===== config.mk =====
export PLATFORM = sky130hd
export DESIGN_NAME = nec_ir_pulse_decoder_flat
export DESIGN_NICKNAME = d
export VERILOG_FILES = /design/src/sv/necir_pkg.sv /design/src/sv/necir_ifs.sv /design/src/sv/necir_step.sv /design/src/sv/nec_ir_pulse_decoder.sv /design/src/flat_wrapper.sv
export SDC_FILE = /design/constraint.sdc
export NUM_CORES = 1
export LEC_CHECK = 0
export BUFFER_PORTS_ARGS = -buffer_cell sky130_fd_sc_hd__buf_2
export CORE_UTILIZATION = 32
export DETAILED_ROUTE_END_ITERATION = 12
export HOLD_SLACK_MARGIN = 0.03
export PLACE_DENSITY_LB_ADDON = 0.1
export REMOVE_ABC_BUFFERS = 1
export SYNTH_ARGS = -nofsm -noshare
export SYNTH_HDL_FRONTEND = slang
export SYNTH_SLANG_ARGS = --single-unit

===== constraint.sdc =====
create_clock -name clk -period 3.2 [get_ports clk]
set_input_delay 0.64 -clock clk [delete_from_list [all_inputs] [get_ports clk]]
set_output_delay 0.64 -clock clk [all_outputs]
set_load 0.005 [all_outputs]

===== src/sv/necir_pkg.sv =====
// Types and constants for the NEC infrared pulse decoder.
// Used by the step logic and the top level.
`default_nettype none

package necir_pkg;

	typedef enum logic [1:0] {
		MODE_TICK = 2'd0,
		MODE_RISE = 2'd1,
		MODE_FALL = 2'd2,
		MODE_READ = 2'd3
	} mode_t;

	localparam logic [13:0] ZERO_LO   = 14'd300;
	localparam logic [13:0] ZERO_HI   = 14'd800;
	localparam logic [13:0] ONE_LO    = 14'd1400;
	localparam logic [13:0] ONE_HI    = 14'd1800;
	localparam logic [13:0] REPEAT_LO = 14'd2200;
	localparam logic [13:0] REPEAT_HI = 14'd2600;
	localparam logic [13:0] LEADER_LO = 14'd4200;
	localparam logic [13:0] LEADER_HI = 14'd4700;

	localparam logic [3:0] TIMEOUT_LIMIT_RESET = 4'd14;

	typedef struct packed {
		logic        frame_active;
		logic        key_ready;
		logic        high_started;
		logic [3:0]  ticks;
		logic [31:0] shift;
		logic [7:0]  repeat_cnt;
	} dec_state_t;

	typedef struct packed {
		mode_t       mode;
		logic [13:0] width_us;
	} pulse_t;

endpackage

`default_nettype wire


===== src/sv/necir_ifs.sv =====
// Valid/ready channel interfaces for pulse events and decoder results.
// Depends on nothing; payload widths are fixed by the decoder.
`default_nettype none

interface necir_pulse_if;
	logic        valid;
	logic        ready;
	logic [1:0]  mode;
	logic [13:0] width_us;

	modport source (output valid, output mode, output width_us, input ready);
	modport sink (input valid, input mode, input width_us, output ready);
endinterface

interface necir_result_if;
	logic       valid;
	logic       ready;
	logic [7:0] key_code;
	logic [7:0] repeat_count;
	logic       frame_active;
	logic       key_ready;
	logic [3:0] tick_count;

	modport source (output valid, output key_code, output repeat_count,
		output frame_active, output key_ready, output tick_count, input ready);
	modport sink (input valid, input key_code, input repeat_count,
		input frame_active, input key_ready, input tick_count, output ready);
endinterface

`default_nettype wire


===== src/sv/necir_step.sv =====
// Next-state and key-code logic for one pulse event of the NEC decoder.
// Purely combinational; uses types and window constants from necir_pkg.
`default_nettype none

module necir_step
	import necir_pkg::*;
(
	input  dec_state_t cur,
	input  pulse_t     pulse,
	input  logic [3:0] limit,
	output dec_state_t nxt,
	output logic [7:0] key_code
);

	logic       in_zero;
	logic       in_one;
	logic       in_repeat;
	logic       in_leader;
	logic [7:0] cmd;
	logic [7:0] code;

	assign in_zero   = (pulse.width_us > ZERO_LO) && (pulse.width_us < ZERO_HI);
	assign in_one    = (pulse.width_us > ONE_LO) && (pulse.width_us < ONE_HI);
	assign in_repeat = (pulse.width_us > REPEAT_LO) && (pulse.width_us < REPEAT_HI);
	assign in_leader = (pulse.width_us > LEADER_LO) && (pulse.width_us < LEADER_HI);
	assign cmd       = cur.shift[15:8];
	assign code      = (cmd == ~cur.shift[7:0]) ? cmd : 8'd0;

	always_comb begin
		nxt      = cur;
		key_code = 8'd0;
		case (pulse.mode)
			MODE_TICK: begin
				if (cur.frame_active) begin
					nxt.high_started = 1'b0;
					if (cur.ticks == 4'd0) begin
						nxt.key_ready = 1'b1;
					end
					if (cur.ticks < limit) begin
						nxt.ticks = cur.ticks + 4'd1;
					end else begin
						nxt.frame_active = 1'b0;
						nxt.ticks        = 4'd0;
					end
				end
			end
			MODE_RISE: begin
				nxt.high_started = 1'b1;
			end
			MODE_FALL: begin
				if (cur.high_started) begin
					if (cur.frame_active) begin
						if (in_zero) begin
							nxt.shift = {cur.shift[30:0], 1'b0};
						end else if (in_one) begin
							nxt.shift = {cur.shift[30:0], 1'b1};
						end else if (in_repeat) begin
							nxt.repeat_cnt = cur.repeat_cnt + 8'd1;
							nxt.ticks      = 4'd0;
						end
					end else if (in_leader) begin
						nxt.frame_active = 1'b1;
						nxt.repeat_cnt   = 8'd0;
					end
				end
				nxt.high_started = 1'b0;
			end
			MODE_READ: begin
				if (cur.key_ready) begin
					key_code = code;
					if ((code == 8'd0) || !cur.frame_active) begin
						nxt.key_ready  = 1'b0;
						nxt.repeat_cnt = 8'd0;
					end
				end
			end
			default: begin
				nxt = cur;
			end
		endcase
	end

endmodule

`default_nettype wire


===== src/sv/nec_ir_pulse_decoder.sv =====
// Top level of the NEC infrared pulse decoder: input register, decoder state,
// result register and timeout configuration. Uses necir_pkg, necir_ifs, necir_step.
//
// Channel   Dir  Payload                                            Beat when
// pulse     in   mode[1:0], width_us[13:0]                          valid & ready
// result    out  key_code, repeat_count, frame_active, key_ready,   valid & ready
//                tick_count
// cfg       in   cfg_wdata[3:0] (timeout limit)                     cfg_we
//
// Each beat is captured in the input register and then decoded into the
// result register; one beat is taken every cycle while the result is not
// stalled. The decoder state updates as a beat leaves the input
// register. A stalled result holds the input register, and pulse.ready then
// follows result.ready. Reset clears all flags, counters and the shift register.
`default_nettype none

module nec_ir_pulse_decoder
	import necir_pkg::*;
(
	input  wire logic       clk,
	input  wire logic       arst_n,
	necir_pulse_if.sink     pulse,
	necir_result_if.source  result,
	input  wire logic       cfg_we,
	input  wire logic [3:0] cfg_wdata
);

	logic [3:0] limit_q;
	pulse_t     pulse_s1;
	logic       valid_s1;
	logic       valid_s2;
	logic       advance;
	dec_state_t state_q;
	dec_state_t state_next;
	logic [7:0] code_next;
	logic [7:0] key_code_s2;

	assign advance     = valid_s1 && (!valid_s2 || result.ready);
	assign pulse.ready = !valid_s1 || !valid_s2 || result.ready;

	necir_step u_step (
		.cur      (state_q),
		.pulse    (pulse_s1),
		.limit    (limit_q),
		.nxt      (state_next),
		.key_code (code_next)
	);

	always_ff @(posedge clk or negedge arst_n) begin
		if (!arst_n) begin
			limit_q <= TIMEOUT_LIMIT_RESET;
		end else if (cfg_we) begin
			limit_q <= cfg_wdata;
		end
	end

	always_ff @(posedge clk or negedge arst_n) begin
		if (!arst_n) begin
			valid_s1 <= 1'b0;
		end else if (pulse.ready) begin
			valid_s1 <= pulse.valid;
		end
	end

	always_ff @(posedge clk) begin
		if (pulse.ready && pulse.valid) begin
			pulse_s1.mode     <= mode_t'(pulse.mode);
			pulse_s1.width_us <= pulse.width_us;
		end
	end

	always_ff @(posedge clk or negedge arst_n) begin
		if (!arst_n) begin
			state_q  <= '0;
			valid_s2 <= 1'b0;
		end else begin
			if (advance) begin
				state_q  <= state_next;
				valid_s2 <= 1'b1;
			end else if (result.ready) begin
				valid_s2 <= 1'b0;
			end
		end
	end

	always_ff @(posedge clk) begin
		if (advance) begin
			key_code_s2 <= code_next;
		end
	end

	assign result.valid        = valid_s2;
	assign result.key_code     = key_code_s2;
	assign result.repeat_count = state_q.repeat_cnt;
	assign result.frame_active = state_q.frame_active;
	assign result.key_ready    = state_q.key_ready;
	assign result.tick_count   = state_q.ticks;

`ifndef SYNTHESIS
	a_idle_ticks_zero: assert property (@(posedge clk) disable iff (!arst_n)
		!state_q.frame_active |-> (state_q.ticks == 4'd0))
		else $error("tick count nonzero without an active frame");

	a_code_only_on_read: assert property (@(posedge clk) disable iff (!arst_n)
		(advance && (pulse_s1.mode != MODE_READ)) |=> (key_code_s2 == 8'd0))
		else $error("key code set on a beat that is not a key read");

	a_s1_holds: assert property (@(posedge clk) disable iff (!arst_n)
		(valid_s1 && !advance) |=> (valid_s1 && $stable(pulse_s1)))
		else $error("input register lost a stalled beat");

	a_state_holds: assert property (@(posedge clk) disable iff (!arst_n)
		!advance |=> $stable(state_q))
		else $error("decoder state changed without a beat");
`endif

endmodule

`default_nettype wire


===== src/flat_wrapper.sv =====
// flat-port wrapper written by rule: the top's interface ports become plain ports
module nec_ir_pulse_decoder_flat import necir_pkg::*;
  (clk, arst_n, cfg_we, cfg_wdata, pulse_valid, pulse_mode, pulse_width_us, pulse_ready, result_valid, result_key_code, result_repeat_count, result_frame_active, result_key_ready, result_tick_count, result_ready);
  necir_pulse_if pulse_i ();
  necir_result_if result_i ();
  input  wire logic clk;
  input  wire logic arst_n;
  input  wire logic cfg_we;
  input  wire logic [3:0] cfg_wdata;
  input wire logic [$bits(pulse_i.valid)-1:0] pulse_valid;
  input wire logic [$bits(pulse_i.mode)-1:0] pulse_mode;
  input wire logic [$bits(pulse_i.width_us)-1:0] pulse_width_us;
  output wire logic [$bits(pulse_i.ready)-1:0] pulse_ready;
  output wire logic [$bits(result_i.valid)-1:0] result_valid;
  output wire logic [$bits(result_i.key_code)-1:0] result_key_code;
  output wire logic [$bits(result_i.repeat_count)-1:0] result_repeat_count;
  output wire logic [$bits(result_i.frame_active)-1:0] result_frame_active;
  output wire logic [$bits(result_i.key_ready)-1:0] result_key_ready;
  output wire logic [$bits(result_i.tick_count)-1:0] result_tick_count;
  input wire logic [$bits(result_i.ready)-1:0] result_ready;
  assign pulse_i.valid = pulse_valid;
  assign pulse_i.mode = pulse_mode;
  assign pulse_i.width_us = pulse_width_us;
  assign pulse_ready = pulse_i.ready;
  assign result_valid = result_i.valid;
  assign result_key_code = result_i.key_code;
  assign result_repeat_count = result_i.repeat_count;
  assign result_frame_active = result_i.frame_active;
  assign result_key_ready = result_i.key_ready;
  assign result_tick_count = result_i.tick_count;
  assign result_i.ready = result_ready;
  nec_ir_pulse_decoder u_core (.clk(clk), .arst_n(arst_n), .pulse(pulse_i), .result(result_i), .cfg_we(cfg_we), .cfg_wdata(cfg_wdata));
endmodule

After elaboration in Yosys (flattened, before gate mapping):

Index checks and enable logic that the tools add are counted.
Widths: inputs -> output; s select.

* output and inout port bits: 24
* word-level logic and storage cells: 101
* bits of input ports: 25
* register bits after elaboration: 77

* bitwise logic cells: 1
* $lt $le $gt $ge: 9
* multiplexer cells: 31
* $add $sub $neg: 2
* eq/ne operators: 17
* reductions and logical operators: 29

Operator list (number)
* $mux 32: 2
* $mux 8: 8
* $mux 44: 1
* $mux 36: 1
* $mux 4: 4
* $pmux 8 s2: 1
* $gt 14x11->1 const B: 1
* $gt 14x12->1 const B: 1
* $gt 14x13->1 const B: 1
* $gt 14x9->1 const B: 1
* $lt 14x10->1 const B: 1
* $lt 14x11->1 const B: 1
* $lt 14x12->1 const B: 1
* $lt 14x13->1 const B: 1
* $ne 2x2->1 const B: 5
* $reduce_bool 2->1: 5
* $mux 1: 9
* $ne 3x3->1 const B: 3
* $reduce_and 9->1: 1
* $add 8x1->8 const B: 1
* $eq 8x8->1: 1
* $logic_not 8->1: 1
* $ne 2x1->1 const B: 4
* $not 8->8: 1
* 20 further kinds: 33

Depth between registers and ports, before layout:

Gate-level depths: netlist of the first run.

* word-level depth: 8
* depth in mapped cells: 7

Cells and area by module:

From an unflattened synthesis of the first run, not the netlist that was laid out.

* cells, all modules: 366
* area total of the unflattened synthesis: 4559.4 um2

Modules (own cells, without submodules)
* nec_ir_pulse_decoder: area an instance 2880.3 um2, cells an instance 152, instances 1
* necir_step: area an instance 1679.1 um2, cells an instance 214, instances 1

Worst setup path after synthesis of the first run:

OpenSTA, ideal clock, no wires.

* path kind: flip-flop to flip-flop
* from: register u_core.pulse_s1[12] (netlist bit)
* to: register u_core.state_q[15] (netlist bit)
* slack: 1.067 ns
* stages on the path, launching flop included: 7
* setup time: 0.125 ns
* arrival time: 2.008 ns
* path buffers: 1
* required time: 3.075 ns
* path through: edfxtp_1 or3_4 a2111oi_4 o211ai_2 a21oi_4 buf_12 mux2_4

* cells in the longest elaborated chain, start to end: 4
* elaborated cells on any way between the ends: 9

Ends and longest elaborated chain
* start: declaration: line nec_ir_pulse_decoder.sv:29 `pulse_t pulse_s1;`
* $gt 14x9->1 (tied with other cells): line necir_step.sv:22 `assign in_zero = (pulse.width_us > ZERO_LO) && (pulse.width_us < ZERO_HI);`
* $logic_and 1x1->1 (on tied branches): line necir_step.sv:22, necir_step.sv:23
* $reduce_bool 2->1 (no source line)
* $reduce_and 5->1 (no source line)
* end signal: assignment: line nec_ir_pulse_decoder.sv:78 `state_q <= state_next;`
* end: declaration: line nec_ir_pulse_decoder.sv:33 `dec_state_t state_q;`

Parallel ways exist; a longest one is shown, timed or not.
A chain may end at the register's enable or synchronous reset.

Worst setup path in the final report of the first run:

* from: register u_core.pulse_s1[6] (netlist bit)
* to: register u_core.state_q[13] (netlist bit)

The elaborated chain is that of the path after synthesis.

==> reports/qor.yml, run 1 <==
vias: 2216
vias_per_cell: 4.914
cts.path.max_buffers: 2
fin_crit_sh: 0.7589
intPower_mw: 1.459
crit_required_ns: 3.42
wl_per_cell_microns: 14.35
drv_cap: 0
dpl_cell_area_sq_um: 3505
grt_pass1_wl_microns: 10940
clock.fmax_mhz: 411.8
die_area_sq_um: 10530
area_growth_pct: 13.82
grt_antenna_before_repair: 0
cts.sinks: 61
p_leak_nw: 1.567
pwr-share-comb: 0.163
drive_gt1_frac: 0.3019
gp_congestion: 0.7352
finalInstanceArea_sq_um: 3689
p_total_mw: 2.034
grt_pass1_vias: 2266
utilization: 0.3774
cp-endpoint: "u_core.state_q[13]$_DFFE_PN0P_"
p_clk_frac: 0.327
cts_tree: "done"
clock_latency_ns: 0.33
worst_pin_slew_ns: 0.8683
syn_inst: 275
hold_class: "in -> async"
holdBufCountCts: 0
drt_iter0_drc: 80
drtPass1Iterations: 4
ctsResizeCount: 0
max_slew_margin: 0.4211
postCtsSetupBuffers: 0
antenna_cells: 0
boundaryPins: 49
critPathMaxFanout: 16
path_class: "reg -> reg"
cts.reportedPaths.clkPinSlew_ns: 0.07
power_density_nw_per_um2: 551.5
hpwl_microns: 4580
finalCriticalPeriod_ns: 2.428
h-tree-depth: 3
synth_cell_type_count: 64
avgSynthCellArea_sq_um: 11.78
fp.coreArea_sq_um: 9774
grt_max_degree: 38
r2r_setup_slack_ns: 0.77
ys_warn_count: 0
r2r_start: "u_core.pulse_s1[6]$_DFFE_PP_"
yosysSeqAreaShare: 0.5093
crit_start: "u_core.pulse_s1[6]$_DFFE_PP_"
drc: 0
p_seq_frac: 0.510
synth_seq_cells: 61
tns_ns: 0
worstRegToRegCells: 5
synth.cell_area_sq_um: 3241
cts_buffers: 9
gr-total-overflow: 0
num_rows: 36
p_switching_uw: 575.4
synthFlopType: "dfrtp_1"
switching_share: 0.2829
startpoint_type: "register"
endpoint_kind: "register"
die_w_microns: 102.6
antenna_left: 0
async_flop_share: 0.6066
fin_nets: 345
setup_viol: 0
finalWirelength_microns: 6473
status: "finished clean"
rsz0062_at_grt: "false"
finalClockSkew_ns: 0.006391
ir_worst_vdd_mv: 0.1829
die_h_microns: 102.6
reg2reg_to: "u_core.state_q[13]$_DFFE_PN0P_"
grt_use_total: 0.1385
initial_core_util: 0.3315
clockRootBuffer: "clkbuf_8"
hold_violations: 0
arrival_ns: 2.65
maxSlewViolCount: 0
io_buffers: 48
synth_edf_count: 24
[cell usage in the layout (no fill, tap or decap), types with 9 or more instances in the layout]
master and instances:
inv_1 16, clkbuf_8 10, buf_2 48, and2_1 11, dfrtp_1 34, nand3_1 9
o21ai_0 16, edfxtp_1 24, nand2_1 13, mux2_4 9
[registers in the layout (all words and copies together) (netlist names)]
register,count
u_core.pulse_s1,16
u_core.state_q,17
u_core.valid_s1,1
u_core.result.frame_active,1
u_core.result.valid,1
u_core.limit_q,4
u_core.result.tick_count,4
u_core.result.repeat_count,8
u_core.result.key_ready,1
u_core.result.key_code,8
[cells by family (layout without fill, tap and decap cells)]
| kind of cell | Yosys count | count (layout) | share of synthesized area |
|---|---|---|---|
| mux | 18 | 18 | 0.07259 |
| simple gates | 90 | 90 | 0.1749 |
| xor+xnor | 8 | 8 | 0.02162 |
| flops | 61 | 61 | 0.5093 |
| buf+inv | 37 | 80 | 0.06486 |
| compound gates | 55 | 55 | 0.1336 |
| fa+ha+maj | 6 | 6 | 0.02317 |
[cell usage after synthesis, drive strengths merged (4+ instances only)]
cell / instances / area, sq um
dfrtp: 34 / 850.8
nor2: 7 / 26.28
a21oi: 4 / 31.28
and3: 8 / 50.05
o21ai: 16 / 80.08
inv: 16 / 60.06
nor3: 6 / 30.03
nand4: 4 / 25.02
nand2b: 7 / 43.79
buf: 19 / 142.6
nand2: 13 / 48.80
edfxtp: 24 / 720.7
xnor2: 8 / 70.07
nand3: 9 / 45.04
ha: 6 / 75.07
and2: 11 / 68.82
nor4: 5 / 37.53
o211ai: 6 / 50.05
mux2: 17 / 225.2
[metrics by stage]
step / worst slack (ns) / hold slack, ns / std cells
after floorplan: 0.9582 / 0.3444 / 254
after detailed placement: 0.7804 / 0.5086 / 436
after global placement: 0.7976 / 0.4968 / 436
after global routing: 0.6021 / 0.4578 / 451
final: 0.7716 / 0.4141 / 451
after CTS: 0.7557 / 0.4407 / 451
[per-layer routing]
metal	wire length (microns)	vias up	GRT usage	share of wire
met5	0	-	0	0
met4	112	0	0.06374	0.017
met3	233	12	0.03593	0.036
met2	2971	40	0.2169	0.46
met1	3156	1076	0.1792	0.49
li1	-	1088	-	-
[worst min path at each step]
stage	startpoint	to	depth (start not counted)	slack [ns]
after detailed placement	u_core.limit_q[3]$_DFFE_PN1P_	u_core.limit_q[3]$_DFFE_PN1P_	2	0.51
after floorplan	arst_n	u_core.limit_q[0]$_DFFE_PN0P_	0	0.34
after global routing	pulse_width_us[12]	u_core.pulse_s1[12]$_DFFE_PP_	1	0.46
after global placement	u_core.limit_q[2]$_DFFE_PN1P_	u_core.limit_q[2]$_DFFE_PN1P_	2	0.50
final	arst_n	u_core.result.tick_count[0]$_DFFE_PN0P_	1	0.41
after CTS	arst_n	u_core.result.tick_count[0]$_DFFE_PN0P_	1	0.44
[critical path, stage by stage, from the launching register on]
cell and delay (ns):
edfxtp_1 0.52, o31ai_2 0.40, nand2_1 0.09, a211o_2 0.38, a21oi_4 0.52, mux2_2 0.40
[power by group through the flow]
stage	clock, mW	sequential [mW]	combinational, mW
6_report	0.665	1.04	0.331
5_1_grt	0.727	1.06	0.394
4_1_cts	0.689	1.04	0.340
3_5_place_dp	0	1.06	0.338
3_3_place_gp	0	1.05	0.332
2_1_floorplan	0	1.03	0.189
[final cells by class]
| cell class | instances | area (sq um) |
|---|---|---|
| Multi-Input combinational cell | 177 | 1380 |
| Tap cell | 133 | 166.4 |
| Fill cell | 1001 | 6086 |
| Clock inverter | 2 | 35.03 |
| Sequential cell | 61 | 1650 |
| Timing Repair Buffer | 49 | 247.7 |
| Clock buffer | 13 | 148.9 |
| Inverter | 16 | 60.06 |
Note: power is estimated with default switching activity, not from simulation.
==> run 2, diff against run 1 <==
Settings changed: ABC_AREA from default to 1.
Clock period 3.2 ns to 2.35 ns, I/O delays scaled along.
==> reports/qor.yml, run 2 <==
worst_pin_slew_ns: 0.3940
dr_wl_met3_microns: 222
holdBufCountCts: 0
synthFlopType: "dfrtp_1"
utilization: 0.3828
vias: 2628
hpwl_microns: 4861
tns_ns: 0
power_density_nw_per_um2: 663.8
ctsResizeCount: 0
grt_pass1_vias: 2504
max_stage_delay_ns: 0.52
arrival_ns: 2.07
die_w_microns: 103.6
setup_viol: 0
async_flop_share: 0.6066
critPathMaxFanout: 17
grt_max_degree: 38
drt_iter0_drc: 116
final_cell_mix: "nand2_1, inv_1, buf_2, nor2_1, dfrtp_1"
vias_per_cell: 4.485
io_buffers: 48
yosysMostFrequentCell: "nand2_1"
die_area_sq_um: 10740
die_h_microns: 103.6
ir_worst_vdd_mv: 0.3295
finalWirelength_microns: 6806
synth_area_leader_cell: "dfrtp_1"
wl_met2_microns: 3052
antenna_cells: 0
synth_cell_type_count: 36
drtPass1Iterations: 4
num_rows: 36
crit_top_cell: "nand2_1"
regMostFlops: "u_core.state_q"
grt_antenna_before_repair: 0
crit_start: "u_core.pulse_s1[14]$_DFFE_PP_"
final_common_cell: "nand2_1"
p_leak_nw: 1.782
drc: 0
r2r_start: "u_core.pulse_s1[14]$_DFFE_PP_"
place_ws_ns: 0.4949
area_growth_pct: 14.81
status: "finished clean"
startpoint_type: "register"
wl_per_cell_microns: 11.61
fin_nets: 479
antenna_left: 0
synth_seq_cells: 61
layout_setup_ws_ns: 0.5068
endpoint_kind: "register"
hold_ws_ns: 0.09121
h-tree-depth: 3
fillCellCount: 1050
worstPathCellList: "nor2_4, nand3_2, nor4_2, nand2_1, nand2_4, nand3_4, nand2_1, nand2_1"
synth.cell_area_sq_um: 3304
clock_latency_ns: 0.33
dp_cells: 570
cts.path.max_buffers: 2
rsz0062_at_grt: "false"
gp_congestion: 0.8329
hold_violations: 0
clock.fmax_mhz: 542.5
p_total_mw: 2.518
grt_pass1_wl_microns: 11830
fp.coreArea_sq_um: 9910
top_layer: "met4"
boundaryPins: 49
final_cells: 586
yosysSeqAreaShare: 0.4994
synth_commonest_cells: "nand2_1, inv_1, nor2_1"
synth_top_area_frac: 0.2575
cp_slowest_cell: "edfxtp_1"
gr-total-overflow: 0
path_class: "reg -> reg"
largestRegisters: "u_core.state_q x17, u_core.pulse_s1 x16"
cts_buffers: 9
max_slew_margin: 0.7366
syn_inst: 402
grt_use_total: 0.1363
finalClockSkew_ns: 0.01612
largest_reg_flops: 17
initial_core_util: 0.3335
dpl_cell_area_sq_um: 3636
synthTopCellsByArea: "dfrtp_1, edfxtp_1, nand2_1"
drive_gt1_frac: 0.1788
drv_cap: 0
cts.sinks: 61
fin_crit_sh: 0.7843
maxSlewViolCount: 0
finalInstanceArea_sq_um: 3794
avgSynthCellArea_sq_um: 8.220
hold_class: "in -> async"
finalCriticalPeriod_ns: 1.843
crit_required_ns: 2.57
postCtsSetupBuffers: 0
cts.reportedPaths.clkPinSlew_ns: 0.08
ys_warn_count: 0
synth_edf_count: 24
cts_tree: "done"
wl_met1_microns: 3432
clockRootBuffer: "clkbuf_8"
run 2: per-layer routing:
layer,vias to the layer above,track usage
li1,1383,-
met1,1186,0.1800
met2,52,0.2157
met3,7,0.03084
met4,0,0.05487
met5,-,0
run 2: critical path, delay by kind of cell, from the launching register on:
| family | cells | cell delay (ns) |
|---|---|---|
| flip-flops | 1 | 0.52 |
| AND/OR/NAND/NOR | 8 | 1.22 |
run 2: path summary, 6_finish.rpt:
path,endpoint,slack [ns],cells after the start
worst max-delay path,u_core.state_q[10]$_DFFE_PN0P_,0.51,8
worst min-delay path,u_core.result.repeat_count[4]$_DFFE_PN0P_,0.09,2
worst max register to register,u_core.state_q[10]$_DFFE_PN0P_,0.51,8
worst min register to register,u_core.result.valid$_DFFE_PN0P_,0.48,2
max in group asynchronous,u_core.limit_q[1]$_DFFE_PN1P_,2.00,2
min in group clk,u_core.pulse_s1[5]$_DFFE_PP_,0.31,1
run 2: area by class of cell:
cell class / count / area [sq um] / share of cell area
clock inverter: 6 / 30.03 / 0.007916
inverter: 53 / 198.9 / 0.05244
clock buffer: 10 / 127.6 / 0.03364
sequential: 61 / 1650 / 0.4350
timing repair buffer: 53 / 290.3 / 0.07652
tap: 133 / 166.4 / 0.04387
multi-input combinational: 270 / 1330 / 0.3506
run 2: logic make-up after synthesis:
| group | synth area share |
|---|---|
| AOI/OAI and AO/OA | 0.04354 |
| xor gates and xnor gates | 0.01590 |
| adders and majority gates | 0.02272 |
| buffers and inverters | 0.09807 |
| DFF | 0.4994 |
| and+or+nand+nor | 0.3203 |
run 2: power breakdown:
group / total (mW) / switching, mW / internal, mW / leakage (nW)
Sequential: 1.28 / 0.0879 / 1.20 / 0.723
Combinational: 0.452 / 0.290 / 0.162 / 0.979
Clock: 0.783 / 0.413 / 0.370 / 0.0809
